### src/rtl/gem_ram.sv
`timescale 1ns / 1ps
module gem_ram #(
   parameter int WIDTH = 8,
   parameter int DEPTH = 16
) (
   input  logic                     clock,
   input  logic                     wr_en,
   input  logic [$clog2(DEPTH)-1:0] wr_addr,
   input  logic [WIDTH-1:0]         wr_data,
   input  logic                     rd_en,
   input  logic [$clog2(DEPTH)-1:0] rd_addr,
   output logic [WIDTH-1:0]         rd_data
);
   logic [WIDTH-1:0] mem [DEPTH];
   logic [WIDTH-1:0] rd_data_ff;

   always_ff @(posedge clock) begin
      if (wr_en) begin
         mem[wr_addr] <= wr_data;
      end
      if (rd_en) begin
         rd_data_ff <= mem[rd_addr];
      end
   end

   assign rd_data = rd_data_ff;
endmodule

### config.mk
export PLATFORM = sky130hd
export DESIGN_NAME = gem_ram
export DESIGN_NICKNAME = d
export VERILOG_FILES = /design/src/rtl/gem_ram.sv
export SDC_FILE = /design/constraint.sdc
export NUM_CORES = 1
export LEC_CHECK = 0
export BUFFER_PORTS_ARGS = -buffer_cell sky130_fd_sc_hd__buf_2
export CAP_MARGIN = 20
export CORE_MARGIN = 3
export CORE_UTILIZATION = 51
export CTS_BUF_LIST = sky130_fd_sc_hd__clkbuf_16
export DETAILED_ROUTE_END_ITERATION = 7
export HOLD_SLACK_MARGIN = 0.02
export PLACE_DENSITY = 0.71
export SLEW_MARGIN = 20
export SYNTH_ARGS = -nofsm -noshare
export SYNTH_HDL_FRONTEND = slang
export SYNTH_SLANG_ARGS = --single-unit
export TNS_END_PERCENT = 5
### constraint.sdc
create_clock -name clock -period 2.2 [get_ports clock]
set_input_delay 0.33 -clock clock [delete_from_list [all_inputs] [get_ports clock]]
set_output_delay 0.33 -clock clock [all_outputs]
set_load 0.1 [all_outputs]
==> flow_metrics.tcl <==
set metrics [dict create \
    status "completed" \
    syn_nets 248 \
    syn_avg_cell_area_sq_um 22.8 \
    wl_per_cell_um 22.6 \
    grt_max_degree 33 \
    synthTopCellsByArea "edfxtp_1, mux4_2, mux4_1, a22oi_1, nor2_1" \
    hp-class "input pin to flip-flop" \
    grt_pass1_vias 2553 \
    endpoint_kind "output port" \
    r2r_slack_ns 0.67 \
    clkTransAtPathRegs_ns 0.05 \
    h-tree-depth 4 \
    synth-xor-area-share 0 \
    finalMaxSlewViolations 0 \
    cts.sinks 136 \
    antenna_found_initial 0 \
    ioPinCount 27 \
    vdd_drop_max_uv 581 \
    startpoint "rd_data[4]$_DFFE_PP_" \
    cts_tree "built" \
    port_buffers 26 \
    synth-seq-area-share 0.781 \
    synth_compound_area_frac 0.0230 \
    synth_top_family_by_area "multiplexers" \
    cap_violations 0 \
    min_period_ns 1.55 \
    drc 0 \
    avgViaCountPerCell 5.75 \
    antenna_cells 0 \
    clockBufferDepth 2 \
    drtAntennaViolNets 0 \
    max_clock_freq_mhz 646 \
    synthSimpleGateAreaFrac 0.0314 \
    drive_above_1_share 0.296 \
    areaGrowthSynthToFinish_pct 16.5 \
    worstPathMaxFanout 1 \
    synth_cell_type_count 18 \
    hold_viol 0 \
    wl_mm 9.65 \
    core-area_sq_mm 0.00986 \
    final.setup_skew_ns 0.0207 \
    post-cts-setup-buffers 0 \
    cts_buffers 17 \
    p_total_mw 5.56 \
    hpwl_mm 5.96 \
    synth_fa_ha_area_frac 0 \
    clk_latency_ns 0.42 \
    slowest_stage "buf_2" \
    rows 36 \
    num_vias 2456 \
    yosysWarnings 0 \
    fin_cells 427 \
    syn_inst 229 \
    yosysTopAreaCellShare 0.781 \
    hold_path_startpoint "wr_data[0]" \
    required_ns 1.87 \
    path_cells "buf_2" \
    cp.buffers_inverters 1 \
    dieArea_sq_mm 0.0115 \
    critical_path_arrival_ns 1.22 \
    yosysTopAreaCell "edfxtp_1" \
    die_h_um 107 \
    regToRegStartpoint "mem[1][1]$_DFFE_PP_" \
    muxShareOfSynthArea 0.148 \
    rsz0062_at_grt "false" \
    tns_ns 0 \
    p_per_area_mw_per_mm2 913 \
    ys_ff_latch 136 \
    ctsResizeCount 0 \
    cts_hold_buf 0 \
    firstDrtPassIters 4 \
    gp_congestion 0.741 \
    netlist_area_sq_mm 0.00523 \
    start_util 0.530 \
    leakagePower_nw 2.08 \
    die_w_um 107 \
    relSlewSlack 0.667 \
    grt_overflow 0 \
    tightest_slew_ns 0.503 \
    place_inst 398 \
    grt_use_total 0.189 \
    cp-start-kind "flip-flop" \
    fin_crit_sh 0.703 \
    clock-root-buffer "clkbuf_16" \
    critPathKind "flip-flop to output port" \
    setup_viol_count_final 0 \
    grt_pass1_wl_mm 15.0 \
    drt_iter0_markers 156 \
    num-nets-final 303 \
    critPathTopFamily "buffers and inverters" \
    crit_path_max_incr_delay_ns 0.45 \
]
-- cell families (layout without fill, tap and decap cells) --
| logic type | count (synthesis) | in the layout |
|---|---|---|
| DFF | 136 | 136 |
| and+or+nand+nor | 35 | 35 |
| muxes | 32 | 32 |
| AOI/OAI and AO/OA | 16 | 16 |
| buffers and inverters | 10 | 75 |
-- stage by stage --
step | worst slack (ns) | util | area, sq um | hold slack (ns)
3_5_place_dp | 0.234 | 0.569 | 5610 | 0.726
2_1_floorplan | 0.377 | - | 5230 | 0.429
3_3_place_gp | 0.245 | 0.569 | 5610 | 0.718
4_1_cts | 0.615 | 0.617 | 6090 | 0.290
6_report | 0.653 | 0.617 | 6090 | 0.293
5_1_grt | 0.566 | 0.617 | 6090 | 0.303
-- state kept, by name, summed over array words and instances, names as in the netlist --
register / flops
rd_data: 8
mem: 128
-- final cells by class --
class                      count  area (sq um)
sequential                   136          4080
fill                         660          3770
multi-input combinational     83          1060
clock buffer                  17           425
timing repair buffer          46           305
tap                          133           166
clock inverter                12          51.3
-- layout by cell type (no fill, tap or decap) --
master / count
nor2_1: 13
nand2_1: 9
edfxtp_1: 136
a22oi_1: 16
nor3_1: 4
nand2b_1: 2
mux4_1: 14
clkinv_2: 5
and2_1: 1
clkbuf_16: 17
buf_4: 18
buf_2: 26
inv_1: 5
or3b_2: 1
nand3_1: 1
and2b_1: 1
mux4_2: 18
clkinv_1: 2
nand3b_1: 2
buf_12: 2
nor2b_1: 1
-- final timing paths --
| kind | to | depth (start not counted) |
|---|---|---|
| worst max-delay path | rd_data[4] | 1 |
| worst min-delay path | mem[9][0]$_DFFE_PP_ | 1 |
| worst max register to register | rd_data[1]$_DFFE_PP_ | 3 |
| worst min register to register | rd_data[1]$_DFFE_PP_ | 3 |
-- cells in the mapped netlist --
library cell and n:
and2_1 1, buf_6 3, mux4_2 18, and2b_1 1, buf_4 1, edfxtp_1 136, buf_2 3, a22oi_1 16
nor2b_1 1, nor3_1 4, nand3_1 1, nand2b_1 2, nor2_1 13, nand3b_1 2, mux4_1 14, nand2_1 9
or3b_2 1, clkdlybuf4s25_2 3
-- where the power goes --
part | internal [mW] | switching, mW | total, mW
Clock | 1.37 | 0.898 | 2.27
Sequential | 2.92 | 0.0153 | 2.94
Combinational | 0.115 | 0.237 | 0.352
Total | 4.41 | 1.15 | 5.56
-- routing by layer --
| layer | track usage | vias to the layer above | wire, um |
|---|---|---|---|
| li1 | - | 1087 | - |
| met1 | 0.259 | 1279 | 4100 |
| met2 | 0.291 | 77 | 4960 |
| met3 | 0.0560 | 13 | 432 |
| met4 | 0.0694 | 0 | 150 |
| met5 | 0 | - | 0 |
No activity file was read; power rests on OpenSTA's default activity.
